### config.mk
export PLATFORM = sky130hd
export DESIGN_NAME = amux_hdr
export DESIGN_NICKNAME = d
export VERILOG_FILES = /design/src/rtl/amux_pkg.sv /design/src/rtl/amux_hdr.sv
export SDC_FILE = /design/constraint.sdc
export NUM_CORES = 1
export LEC_CHECK = 0
export BUFFER_PORTS_ARGS = -buffer_cell sky130_fd_sc_hd__buf_2
export CORE_UTILIZATION = 49
export DETAILED_ROUTE_END_ITERATION = 8
export PLACE_DENSITY = 0.85
export SLEW_MARGIN = 20
export SYNTH_ARGS = -nofsm -noshare
export SYNTH_HDL_FRONTEND = slang
export SYNTH_SLANG_ARGS = --single-unit
### constraint.sdc
create_clock -name vclk -period 4.7
set_input_delay 0.94 -clock vclk [all_inputs]
set_output_delay 0.94 -clock vclk [all_outputs]
set_load 0.01 [all_outputs]
### src/rtl/amux_pkg.sv
// ----------------------------------------------------------------------------
// amux_pkg
// Shared types and constants of the AVI MJPEG muxer.
// ----------------------------------------------------------------------------
package amux_pkg;

    typedef enum logic [1:0] {
        PH_IDLE  = 2'd0,
        PH_MOVI  = 2'd1,
        PH_FRAME = 2'd2,
        PH_INDEX = 2'd3
    } t_phase;

    typedef enum logic [2:0] {
        MODE_START   = 3'd0,
        MODE_FBEGIN  = 3'd1,
        MODE_FBYTE   = 3'd2,
        MODE_IBEGIN  = 3'd3,
        MODE_INEXT   = 3'd4
    } t_mode;

    typedef enum logic [2:0] {
        REG_WIDTH  = 3'd0,
        REG_HEIGHT = 3'd1,
        REG_FPS    = 3'd2,
        REG_TOTAL  = 3'd3,
        REG_FIRST  = 3'd4
    } t_reg;

    typedef enum logic [2:0] {
        ST_IDLE  = 3'd0,
        ST_HDR   = 3'd1,
        ST_SEQ   = 3'd2,
        ST_IDXRD = 3'd3,
        ST_DIV   = 3'd4
    } t_state;

    localparam logic [31:0] FCC_RIFF = 32'h46464952;
    localparam logic [31:0] FCC_AVI  = 32'h20495641;
    localparam logic [31:0] FCC_LIST = 32'h5453494C;
    localparam logic [31:0] FCC_HDRL = 32'h6C726468;
    localparam logic [31:0] FCC_AVIH = 32'h68697661;
    localparam logic [31:0] FCC_STRL = 32'h6C727473;
    localparam logic [31:0] FCC_STRH = 32'h68727473;
    localparam logic [31:0] FCC_VIDS = 32'h73646976;
    localparam logic [31:0] FCC_MJPG = 32'h47504A4D;
    localparam logic [31:0] FCC_STRF = 32'h66727473;
    localparam logic [31:0] FCC_ODML = 32'h6C6D646F;
    localparam logic [31:0] FCC_DMLH = 32'h686C6D64;
    localparam logic [31:0] FCC_MOVI = 32'h69766F6D;
    localparam logic [31:0] FCC_00DB = 32'h62643030;
    localparam logic [31:0] FCC_IDX1 = 32'h31786469;
    localparam logic [31:0] USEC_PER_SEC = 32'd1000000;
    localparam int          HDR_WORDS = 60;

    typedef struct packed {
        logic [31:0] word;
        logic [2:0]  cnt;
        logic        last;
        logic        err;
    } t_res;

endpackage

### src/rtl/amux_hdr.sv
// ----------------------------------------------------------------------------
// amux_hdr
// Header word generator: selects one of the 60 AVI header words by position.
// ----------------------------------------------------------------------------
module amux_hdr (
    input  logic [5:0]  i_pos,
    input  logic [15:0] i_width,
    input  logic [15:0] i_height,
    input  logic [9:0]  i_fps,
    input  logic [12:0] i_total,
    input  logic [31:0] i_usec,
    input  logic [31:0] i_img,
    output logic [31:0] o_word
);
    logic [31:0] n32;

    assign n32 = {19'd0, i_total};

    always_comb begin
        case (i_pos)
            6'd0:  o_word = amux_pkg::FCC_RIFF;
            6'd1:  o_word = 32'd170 + (n32 * 32'd24);
            6'd2:  o_word = amux_pkg::FCC_AVI;
            6'd3:  o_word = amux_pkg::FCC_LIST;
            6'd4:  o_word = 32'd208;
            6'd5:  o_word = amux_pkg::FCC_HDRL;
            6'd6:  o_word = amux_pkg::FCC_AVIH;
            6'd7:  o_word = 32'd56;
            6'd8:  o_word = i_usec;
            6'd9:  o_word = 32'd7000;
            6'd11: o_word = 32'd16;
            6'd12: o_word = n32;
            6'd14: o_word = 32'd1;
            6'd16: o_word = {16'd0, i_width};
            6'd17: o_word = {16'd0, i_height};
            6'd22: o_word = amux_pkg::FCC_LIST;
            6'd23: o_word = 32'd132;
            6'd24: o_word = amux_pkg::FCC_STRL;
            6'd25: o_word = amux_pkg::FCC_STRH;
            6'd26: o_word = 32'd48;
            6'd27: o_word = amux_pkg::FCC_VIDS;
            6'd28: o_word = amux_pkg::FCC_MJPG;
            6'd32: o_word = 32'd1;
            6'd33: o_word = {22'd0, i_fps};
            6'd35: o_word = n32;
            6'd39: o_word = amux_pkg::FCC_STRF;
            6'd40: o_word = 32'd40;
            6'd41: o_word = 32'd40;
            6'd42: o_word = {16'd0, i_width};
            6'd43: o_word = {16'd0, i_height};
            6'd44: o_word = 32'h00180001;
            6'd45: o_word = amux_pkg::FCC_MJPG;
            6'd46: o_word = i_img;
            6'd51: o_word = amux_pkg::FCC_LIST;
            6'd52: o_word = 32'd16;
            6'd53: o_word = amux_pkg::FCC_ODML;
            6'd54: o_word = amux_pkg::FCC_DMLH;
            6'd55: o_word = 32'd4;
            6'd56: o_word = n32;
            6'd57: o_word = amux_pkg::FCC_LIST;
            6'd58: o_word = 32'd4 + (n32 << 3);
            6'd59: o_word = amux_pkg::FCC_MOVI;
            default: o_word = 32'd0;
        endcase
    end
endmodule

# --- Word-level counts from Yosys, hierarchy flattened ---
# Index checks and enable logic that the tools add are counted.
totals:
  inputBits: 125
  regBits: 0
  word_cells: 54
op_classes:
  n_mux: 1
  n_reduce_logical: 9
  add_sub_neg: 2
  mul: 1
  n_eq_ne: 41
ops:
  columns: ["operator", "count"]
  rows:
  - ["32-bit case mux with 31 select lines", 1]
  - ["6-bit == test, second input constant", 20]
  - ["6-bit by 5-bit == test with 1-bit output, second input constant", 9]
  - ["6-bit by 4-bit == test with 1-bit output, second input constant", 5]
  - ["6-bit by 3-bit == test with 1-bit output, second input constant", 4]
  - ["8-bit by 18-bit adder with 19-bit output, first input constant", 1]
  - ["3-bit by 16-bit adder with 17-bit output, first input constant", 1]
  - ["13-bit by 2-bit multiplier with 15-bit output, second input constant", 1]
  - ["6-bit by 2-bit == test with 1-bit output, second input constant", 2]
  - ["2-bit OR reduction", 6]
  - ["6-bit by 1-bit == test with 1-bit output, second input constant", 1]
  - ["6-bit logical NOT", 1]
  - ["4-bit OR reduction", 1]
  - ["3-bit OR reduction", 1]

# --- Longest topological paths before layout ---
# Gate-level depths: netlist of the first run.
logic_depth:
  ltp_word: 3
  depth_mapped: 10
  depth_no_buf: 10

# --- Worst setup path before layout of the first run ---
# OpenSTA, ideal clock, no wires.
synth_timing:
  kind: "input -> output"
  start: "in i_total[0]"
  end: "out o_word[17]"
  t_arrival_ns: 3.162
  n_path_buf: 0
  path_stages: 10
  setup_slack_ns: 0.598
  path_cell_list: "ha_1 -> inv_1 -> fa_1 -> nand2b_1 -> a211o_1 -> a21o_1 -> a211oi_2 -> nor2_1 -> and4_1 -> o31ai_1"
synth_via:
  elab_chain_cells: 3
synth_rtl:
  columns: ["element", "line", "text"]
  rows:
  - ["start, declared", "amux_hdr.sv:10", "input logic [12:0] i_total,"]
  - ["13-bit by 2-bit multiplier with 15-bit output", "amux_hdr.sv:22", "6'd1: o_word = 32'd170 + (n32 * 32'd24);"]
  - ["8-bit by 18-bit adder with 19-bit output", "amux_hdr.sv:22", null]
  - ["32-bit case mux with 31 select lines", "amux_hdr.sv:20", "case (i_pos)"]
  - ["end, declared", "amux_hdr.sv:13", "output logic [31:0] o_word"]
# Every way passes these cells.

# --- Worst setup path after layout of the first run ---
layout_timing:
  start: "in i_total[0]"
  end: "out o_word[15]"
layout_via:
  elab_chain_cells: 3
  elab_cells_between_ends: 4
layout_rtl:
  columns: ["element", "line"]
  rows:
  - ["13-bit by 2-bit multiplier with 15-bit output", "amux_hdr.sv:22"]
  - ["8-bit by 18-bit adder with 19-bit output", "amux_hdr.sv:22"]
  - ["32-bit case mux with 31 select lines *", "amux_hdr.sv:20"]
# Mark *: on every way between the ends. The rest lies on a longest branch, timed or not.

==> results.md, run 1 <==
- Outcome: complete, no violations
- Clock buf count: 0
- First-pass GRT wire length: 22300 µm
- Launching element type of the critical path: primary input
- Flip-flop and latch count: 0
- Hold-fix buffers at CTS: 0
- FF/Latch Area: 0 µm²
- Largest fanout on the critical path: 7
- Total power of the final layout: 0.465 mW
- Iter 0 DRT Violations: 787
- Post-synthesis cell count: 492
- Aggregate routed wire length: 14900 µm
- Largest net degree at the start of global routing: 36
- Final min period: 4590 ps
- Worst path cell trace: buf_2 -> ha_1 -> inv_1 -> fa_1 -> nand2b_1 -> a211o_1 -> a2111oi_4 -> a211oi_4 -> nor4_1 -> xnor2_1 -> o211ai_2 -> buf_2
- Vias in the first global route: 4447
- Mean Syn Cell Area: 6.29 µm²
- Hold violation count in the final report: 0
- Setup CP Type: primary input to output port
- Global-route usage over all layers: 43.7%
- Power density relative to cell area: 115 nW/µm²
- Peak supply drop: 0.0000965 V
- Final Wtd Congestion: 1.04
- Delay of the slowest cell on the worst path: 420 ps
- Summed instance area of the synthesized netlist: 3090 µm²
- Final setup fails: 0
- Final-report max-slew violation count: 0
- Most frequent cell on the critical path: buf_2
- Data arrival time of the worst path: 3650 ps
- Post-detail-place hpwl: 11500 µm
- Drt pass-1 iters: 6
- Number of input and output port buffers inserted: 157
- Total DRC errors in the routed layout: 0
- Static Leak: 1.83 nW
- Measured slew at the worst slew-check pin: 906 ps
- Number of vias per cell after detailed routing: 7.06
- Smallest setup slack after layout: 113 ps
- Area growth from synthesis to layout: 30.4%
- MaxCap Viol Count: 0
- Starting density of the core: 51.6%
- Total die area: 6640 µm²
- Nets@finish: 775
- Worst slack, placed: 161 ps
- Core Rows: 28
- Setup crit end kind: output port
- Required time worst endpoint: 3760 ps
- Count of cell types in the netlist: 70
- Floorplan core area: 5990 µm²
- Relative slew slack: 39.1%
- Number of warnings printed during yosys synthesis: 0
- Critical path's slowest cell: fa_1
- ANT nets after route: 0
- Diodes inserted: 0
- Timing-limited maximum frequency: 0.218 GHz
- Number of nets produced by synthesis: 632
- I/O pin cnt: 157
- Number of antenna violations at the first check in global routing: 0
- Die boundary width: 81.5 µm
- Global-route congestion overflow total: 0
- Total number of vias: 4995
- Detail-routed net length per standard cell: 21.0 µm
- Layout cell share with drive strength beyond 1: 31.3%
- Final clock period utilization by the worst path: 97.6%
- Die Ht: 81.5 µm
- Portion of the post-synthesis area used by sequential elements: 0%
- Path type of the worst min-delay path: primary input to output port
## cell families after synthesis
| family | count (synthesis) | share of synthesized area [%] |
|---|---|---|
| AOI/OAI and AO/OA | 205 | 48.4 |
| xor gates and xnor gates | 16 | 4.97 |
| adders and majority gates | 16 | 6.63 |
| buffers and inverters | 49 | 6.11 |
| muxes | 2 | 0.647 |
| and+or+nand+nor | 204 | 33.2 |
## timing repair
action                                  4_1_cts  5_1_grt
endpoints found under the setup margin        0        2
setup buffers                                 0        0
gates resized for setup                       0        3
## path summary, 6_finish.rpt
check                 startpoint         end  slack, ps  cells past startpoint
worst max-delay path  i_total[0]  o_word[15]        110                     12
worst min-delay path   i_img[31]  o_word[31]       2170                      3
## per-layer routing
metal	share of wire, %	vias up	routed length [µm]	GRT usage (%)
met5	0	-	0	0
met4	4.8	0	707	22.0
met3	12	72	1790	9.33
met2	46	403	6910	71.3
met1	37	2286	5460	53.7
li1	-	2234	-	-
## critical path: cells and delay by family
kind	cells	cell delay [ps]
XOR/XNOR	1	150
adder cells (fa/ha/maj)	2	630
buffers and inverters	3	390
AO/OA/AOI/OAI	4	990
AND/OR/NAND/NOR	2	540
## power breakdown
group	leakage, nW	internal, mW	switching (mW)
combinational	1.83	0.188	0.278
clock	0	0	0
sequential	0	0	0
total	1.83	0.188	0.278
## cell type report
cell class / instances / area [µm²]
fill: 582 / 1960
inverter: 13 / 48.8
multi-input combinational: 443 / 2940
tap: 75 / 93.8
timing repair buffer: 177 / 948
## per-stage QoR
| stage | cell area (µm²) | util [%] | hold slack, ps | setup TNS (ps) | instances |
|---|---|---|---|---|---|
| finish | 4040 | 67.4 | 2170 | 0 | 708 |
| global route | 4040 | 67.4 | 2200 | -5.42 | 708 |
| CTS | 4010 | 67.0 | 2170 | 0 | 708 |
| detailed placement | 4010 | 67.0 | 2170 | 0 | 708 |
| global placement | 4010 | 67.0 | 2180 | 0 | 708 |
| floorplan | 3090 | - | 2020 | 0 | 492 |
## cell usage after synthesis (all sizes together) (2+ instances only)
library cell	instances	area share, %
nor2	48	5.8
and2	5	1.0
inv	12	1.5
o211ai	8	2.5
a221oi	9	2.5
ha	14	5.7
or2	5	1.0
nand3	19	3.1
o2111ai	2	0.57
a22oi	19	4.6
a21oi	39	6.3
nor4	5	1.4
o31ai	3	0.73
xor2	5	1.4
a221o	6	1.9
and3	7	1.4
o32ai	3	0.85
a2111oi	4	1.3
o311ai	2	0.57
nor3	19	3.2
nor3b	7	1.7
buf	12	1.6
or3	4	0.97
a31oi	7	1.4
a211o	7	2.0
a222oi	16	5.2
a32oi	8	2.3
o21ai	32	5.2
and4	2	0.57
nand4	5	1.5
clkbuf	24	2.9
a211oi	8	2.1
o22ai	9	1.8
a21o	8	1.9
nor2b	9	1.8
xnor2	10	2.8
mux2i	2	0.65
a22o	5	1.4
nand2	55	6.7
nand2b	10	2.0
## cells in the final DEF (no fill, tap or decap), drive strengths merged, types with 3 or more instances in the layout
cell type and instances:
buf 177, nand2 55, nor2 48, a21oi 39, o21ai 32, a22oi 19
nand3 19, nor3 19, a222oi 16, ha 14, inv 12, nand2b 10
xnor2 10, nor2b 9, o22ai 9, a221oi 9, a32oi 8, a21o 8
a211oi 8, o211ai 8, a211o 7, a31oi 7, and3 7, nor3b 7
a221o 6, or2 5, a22o 5, xor2 5, and2 5, nand4 5
nor4 5, or3 4, a2111oi 4, o32ai 3, o31ai 3
Power figures use the tool's default switching activity.
==> run 2, diff against run 1 <==
==> constraint.sdc (replaced) <==
create_clock -name vclk -period 4.7
set_input_delay 0.705 -clock vclk [all_inputs]
set_output_delay 0.705 -clock vclk [all_outputs]
set_load 0.01 [all_outputs]
==> run 2 against run 1 <==
Net effect:
- sequential share of layout area unchanged
- first-iteration DRC count fell by 3.7%
- core utilization down 1.5 points
- combinational power down 3%
- cell area is 2.2% lower
- non-clock buffer count shrank 7
- final cell count decreased by 0.99%
- critical path type unchanged
- highest routed layer unchanged
==> results.md, run 2 (synthesis results as in run 1) <==
- Gates resized, CTS repair: 0 (unchanged)
- Post-detail-place hpwl: 11600 µm (+1.2%)
- Smallest setup slack after layout: 538 ps (+426 ps)
- Clock network fraction of design power: 0% (unchanged)
- Detail-routed net length per standard cell: 21.6 µm (+2.8%)
- Floorplan core area: 5990 µm² (unchanged)
- Data arrival time of the worst path: 3460 ps (-190 ps)
- Power density relative to cell area: 114 nW/µm² (-0.88%)
- Clock buf count: 0 (unchanged)
- I/O pin cnt: 157 (unchanged)
- Required time worst endpoint: 3990 ps (+230 ps)
- Final Wtd Congestion: 1.02 (-2.2%)
- Setup tns final: 0 ps (unchanged)
- Total DRC errors in the routed layout: 0 (unchanged)
- Final setup fails: 0 (unchanged)
- Global-route usage over all layers: 44.2% (+0.57 points)
- Starting density of the core: 51.6% (unchanged)
- Hold path startpoint: i_img[29]
- ANT nets after route: 0 (unchanged)
- Static Leak: 1.79 nW (-2.1%)
- Diodes inserted: 0 (unchanged)
- Min-Delay Path Depth: 4 (+1)
- FF/Latch Area: 0 µm² (unchanged)
- Flip-flop and latch count: 0 (unchanged)
- Peak supply drop: 0.000113 V (+17%)
- Area growth from synthesis to layout: 27.6%
- Number of input and output port buffers inserted: 157 (unchanged)
- Number of vias per cell after detailed routing: 7.19 (+1.9%)
- Final-report max-slew violation count: 0 (unchanged)
- Hold-fix buffers at CTS: 0 (unchanged)
- Part of the total power dissipated in combinational logic: 100.0% (about the same)
- Total die area: 6640 µm² (unchanged)
- Number of filler cells placed in the layout: 560 (-3.8%)
- Vias in the first global route: 4445 (-0.045%)
- Utilization of the core after routing: 65.9% (-1.5 points)
- Timing-limited maximum frequency: 0.240 GHz (+10%)
- Drt pass-1 iters: 5 (-1)
- Die Ht: 81.5 µm (unchanged)
- Global-route congestion overflow total: 0 (unchanged)
- Aggregate routed wire length: 15100 µm (+1.8%)
- MaxCap Viol Count: 0 (unchanged)
- Iter 0 DRT Violations: 758 (-3.7%)
- Largest fanout on the critical path: 7 (unchanged)
- Number of antenna violations at the first check in global routing: 0 (unchanged)
- Largest net degree at the start of global routing: 41 (+14%)
- Post-CTS setup buffers: 0 (unchanged)
- Layout cell share with drive strength beyond 1: 30.4% (-0.93 points)
- Hold violation count in the final report: 0 (unchanged)
- Outcome: complete, no violations
- Launching element type of the critical path: primary input
- Worst slack, placed: 623 ps (+462 ps)
- Path type of the worst min-delay path: primary input to output port
- Net load switching power: 0.272 mW (-2.0%)
- Most common cell after layout, fill and taps aside: buf_2
- First-pass GRT wire length: 22500 µm (+1.1%)
- Final clock period utilization by the worst path: 88.5% (-9.1 points)
- Die boundary width: 81.5 µm (unchanged)
- Setup crit end kind: output port
- Final min period: 4160 ps (-426 ps)
- Most frequent cells in the layout: buf_2, nand2_1, nor2_1
- Nets@finish: 768 (-0.90%)
- Proportion of total power due to net switching: 60.3% (+0.64 points)
- Total number of vias: 5040 (+0.90%)
- Relative slew slack: 33.7% (-5.4 points)
- Measured slew at the worst slew-check pin: 989 ps (+83.4 ps)
- P_int: 0.179 mW (-4.6%)
- Setup CP Type: primary input to output port
- Setup repair after global routing missed its margin: false
- Total power of the final layout: 0.451 mW (-3.0%)
- Portion of total power attributed to sequential cells: 0% (unchanged)
- Hold EP: o_word[29]
- Core Rows: 28 (unchanged)
==> run 2: final cells by class <==
| class | count | area [µm²] | share of cell area (%) |
|---|---|---|---|
| inverter | 13 | 48.8 | 1.24 |
| multi-input combinational | 443 | 2920 | 74.0 |
| tap | 75 | 93.8 | 2.38 |
| timing repair buffer | 170 | 883 | 22.4 |
==> run 2: worst max-delay path by stage <==
stage,start,endpoint,cells past startpoint
floorplan,i_total[0],o_word[17],10
global placement,i_total[0],o_word[17],12
detailed placement,i_total[0],o_word[14],12
CTS,i_total[0],o_word[14],12
global route,i_total[0],o_word[14],12
finish,i_total[0],o_word[14],12
==> run 2: worst max-delay path: stages <==
cell and delay, ps:
buf_2 160, ha_1 220, inv_1 80, fa_1 390, nand2b_1 210, a21oi_1 180, xor2_1 290, o21ai_1 240
nor4_2 380, xnor2_1 130, a211o_1 310, buf_2 140
==> run 2: per-layer routing <==
| metal | vias to the layer above | routed length [µm] | share of wire [%] | global-route usage (%) |
|---|---|---|---|---|
| li1 | 2221 | - | - | - |
| met1 | 2279 | 5480 | 36 | 54.0 |
| met2 | 455 | 6990 | 46 | 74.1 |
| met3 | 85 | 1920 | 13 | 8.89 |
| met4 | 0 | 745 | 4.9 | 20.2 |
| met5 | - | 0 | 0 | 0 |
==> run 2: through the flow <==
stage,cells,hold WS (ps),instance area [µm²]
floorplan,492,1550,3090
global placement,701,1710,3950
detailed placement,701,1710,3950
CTS,701,1710,3950
global route,701,1730,3950
finish,701,1710,3950
==> run 2: power by group through the flow <==
stage | logic (mW) | registers (mW) | clock network (mW)
final | 0.451 | 0 | 0
after global routing | 0.484 | 0 | 0
after CTS | 0.435 | 0 | 0
after detailed placement | 0.433 | 0 | 0
after global placement | 0.424 | 0 | 0
after floorplan | 0.279 | 0 | 0
==> run 3, diff against run 2 <==
- CORE_UTILIZATION: 49 -> 53
- PLACE_DENSITY: 0.85 -> 0.91
- clock period: 4.7 -> 5.1 ns (I/O delays scaled with it)
==> run 3 against run 2 <==
Net effect:
- worst hold slack better by 120 ps
- combinational power decreased by 7.8%
- via count rose by 2.3%
- non-clock buffer count did not move
- first-iteration DRC count increased by 41%
- critical path depth did not move
- largest power group unchanged
==> results.md, run 3 (synthesis results as in run 1) <==
- Outcome: complete, no violations
- Post-CTS setup buffers: 0 (unchanged)
- First-pass GRT wire length: 22400 µm (-0.64%)
- Most common cell after layout, fill and taps aside: buf_2
- Die boundary width: 78.4 µm (-3.8%)
- Number of antenna violations at the first check in global routing: 0 (unchanged)
- Area growth from synthesis to layout: 27.5% (about the same)
- Setup repair after global routing missed its margin: false
- Final min period: 4280 ps
- Detail-routed net length per standard cell: 20.9 µm (-3.1%)
- Post-detail-place hpwl: 11100 µm (-4.4%)
- Setup crit end kind: output port
- Number of vias per cell after detailed routing: 7.39 (+2.8%)
- Path type of the worst min-delay path: primary input to output port
- Clock buf count: 0 (unchanged)
- Nets@finish: 768 (unchanged)
- Starting density of the core: 55.5% (+3.9 points)
- Vias in the first global route: 4563 (+2.7%)
- I/O pin cnt: 157 (unchanged)
- FF/Latch Area: 0 µm² (unchanged)
- Most frequent cells in the layout: buf_2, nand2_1, nor2_1
- Hold EP: o_word[0]
- Number of cells in the design after placement: 698 (-0.43%)
- Total number of vias: 5157 (+2.3%)
- ANT nets after route: 0 (unchanged)
- Data arrival time of the worst path: 3510 ps (+50 ps)
- Measured slew at the worst slew-check pin: 960 ps (-28.9 ps)
- Layout cell share with drive strength beyond 1: 30.4% (unchanged)
- Number of filler cells placed in the layout: 502 (-10%)
- Final setup fails: 0 (unchanged)
- Peak supply drop: 0.0000994 V (-12%)
- Hold path startpoint: i_width[0]
- Final-report max-slew violation count: 0 (unchanged)
- Global-route congestion overflow total: 0 (unchanged)
- Power density relative to cell area: 106 nW/µm² (-7.7%)
- Number of input and output port buffers inserted: 157 (unchanged)
- Launching element type of the critical path: primary input
- Flip-flop and latch count: 0 (unchanged)
- Hold violation count in the final report: 0 (unchanged)
- Iter 0 DRT Violations: 1065 (+41%)
- Global-route usage over all layers: 45.2% (+0.95 points)
- Relative slew slack: 35.8% (+2.1 points)
- Post-layout instance area: 3940 µm² (about the same)
- Timing-limited maximum frequency: 0.234 GHz
- Final Wtd Congestion: 1.04 (+2.3%)
- Core Rows: 27 (-3.6%)
- Cell area reported after detailed placement: 3940 µm² (about the same)
- Setup CP Type: primary input to output port
- Min-Delay Path Depth: 4 (unchanged)
- Largest net degree at the start of global routing: 44 (+7.3%)
- MaxCap Viol Count: 0 (unchanged)
- Hold-fix buffers at CTS: 0 (unchanged)
- Die Ht: 78.4 µm (-3.8%)
- Required time worst endpoint: 4340 ps (+350 ps)
- Setup tns final: 0 ps (unchanged)
- Final clock period utilization by the worst path: 83.9%
- Aggregate routed wire length: 14600 µm (-3.5%)
- Total die area: 6150 µm² (-7.4%)
- Non-filler cells, final: 698 (-0.43%)
- Drt pass-1 iters: 9 (+4)
- Diodes inserted: 0 (unchanged)
- Gates resized, CTS repair: 0 (unchanged)
- Total power of the final layout: 0.416 mW (-7.8%)
- Total DRC errors in the routed layout: 0 (unchanged)
- Hold_ws: 1830 ps (+120 ps)
- Largest fanout on the critical path: 7 (unchanged)
- Floorplan core area: 5570 µm² (-7.0%)
- Static Leak: 1.79 nW (about the same)
-- run 3: cell counts in the layout (fill, tap and decap cells not counted) --
No cell type changed its count.
-- run 3: power by group --
group	total (mW)	internal (mW)	switching (mW)
clock	0	0	0
sequential	0	0	0
combinational	0.416	0.165	0.251
total	0.416	0.165	0.251
-- run 3: critical path: stages --
cell and delay (ps):
buf_2 160, ha_1 210, inv_1 70, fa_1 390
nand2b_1 210, a211o_1 350, a21o_1 230, a211oi_2 320
nor2_1 160, and4_1 210, o31ai_1 240, buf_2 190
-- run 3: area by class of cell --
class | instances | area, µm² | share of cell area [%]
Tap cell | 72 | 90.1 | 2.28
Inverter | 13 | 48.8 | 1.24
Multi-Input combinational cell | 443 | 2920 | 74.1
Timing Repair Buffer | 170 | 883 | 22.4
-- run 3: worst max-delay path by stage --
stage	start	endpoint	slack, ps	cells past startpoint
after floorplan	i_total[0]	o_word[17]	1350	10
after global placement	i_total[0]	o_word[17]	1020	12
after detailed placement	i_total[0]	o_word[17]	930	12
after CTS	i_total[0]	o_word[17]	930	12
after global routing	i_total[0]	o_word[17]	660	12
final	i_total[0]	o_word[17]	820	12
-- run 3: routing by layer --
layer / global-route usage [%] / wire length, µm
met5: 0 / 0
met4: 20.9 / 844
met3: 6.63 / 2040
met2: 77.0 / 6680
met1: 55.5 / 5040
-- run 3: through the flow --
stage	setup WS, ps	util, %
after CTS	927	70.8
after global placement	1020	70.8
after global routing	657	70.8
after detailed placement	932	70.8
after floorplan	1350	-
final	823	70.8
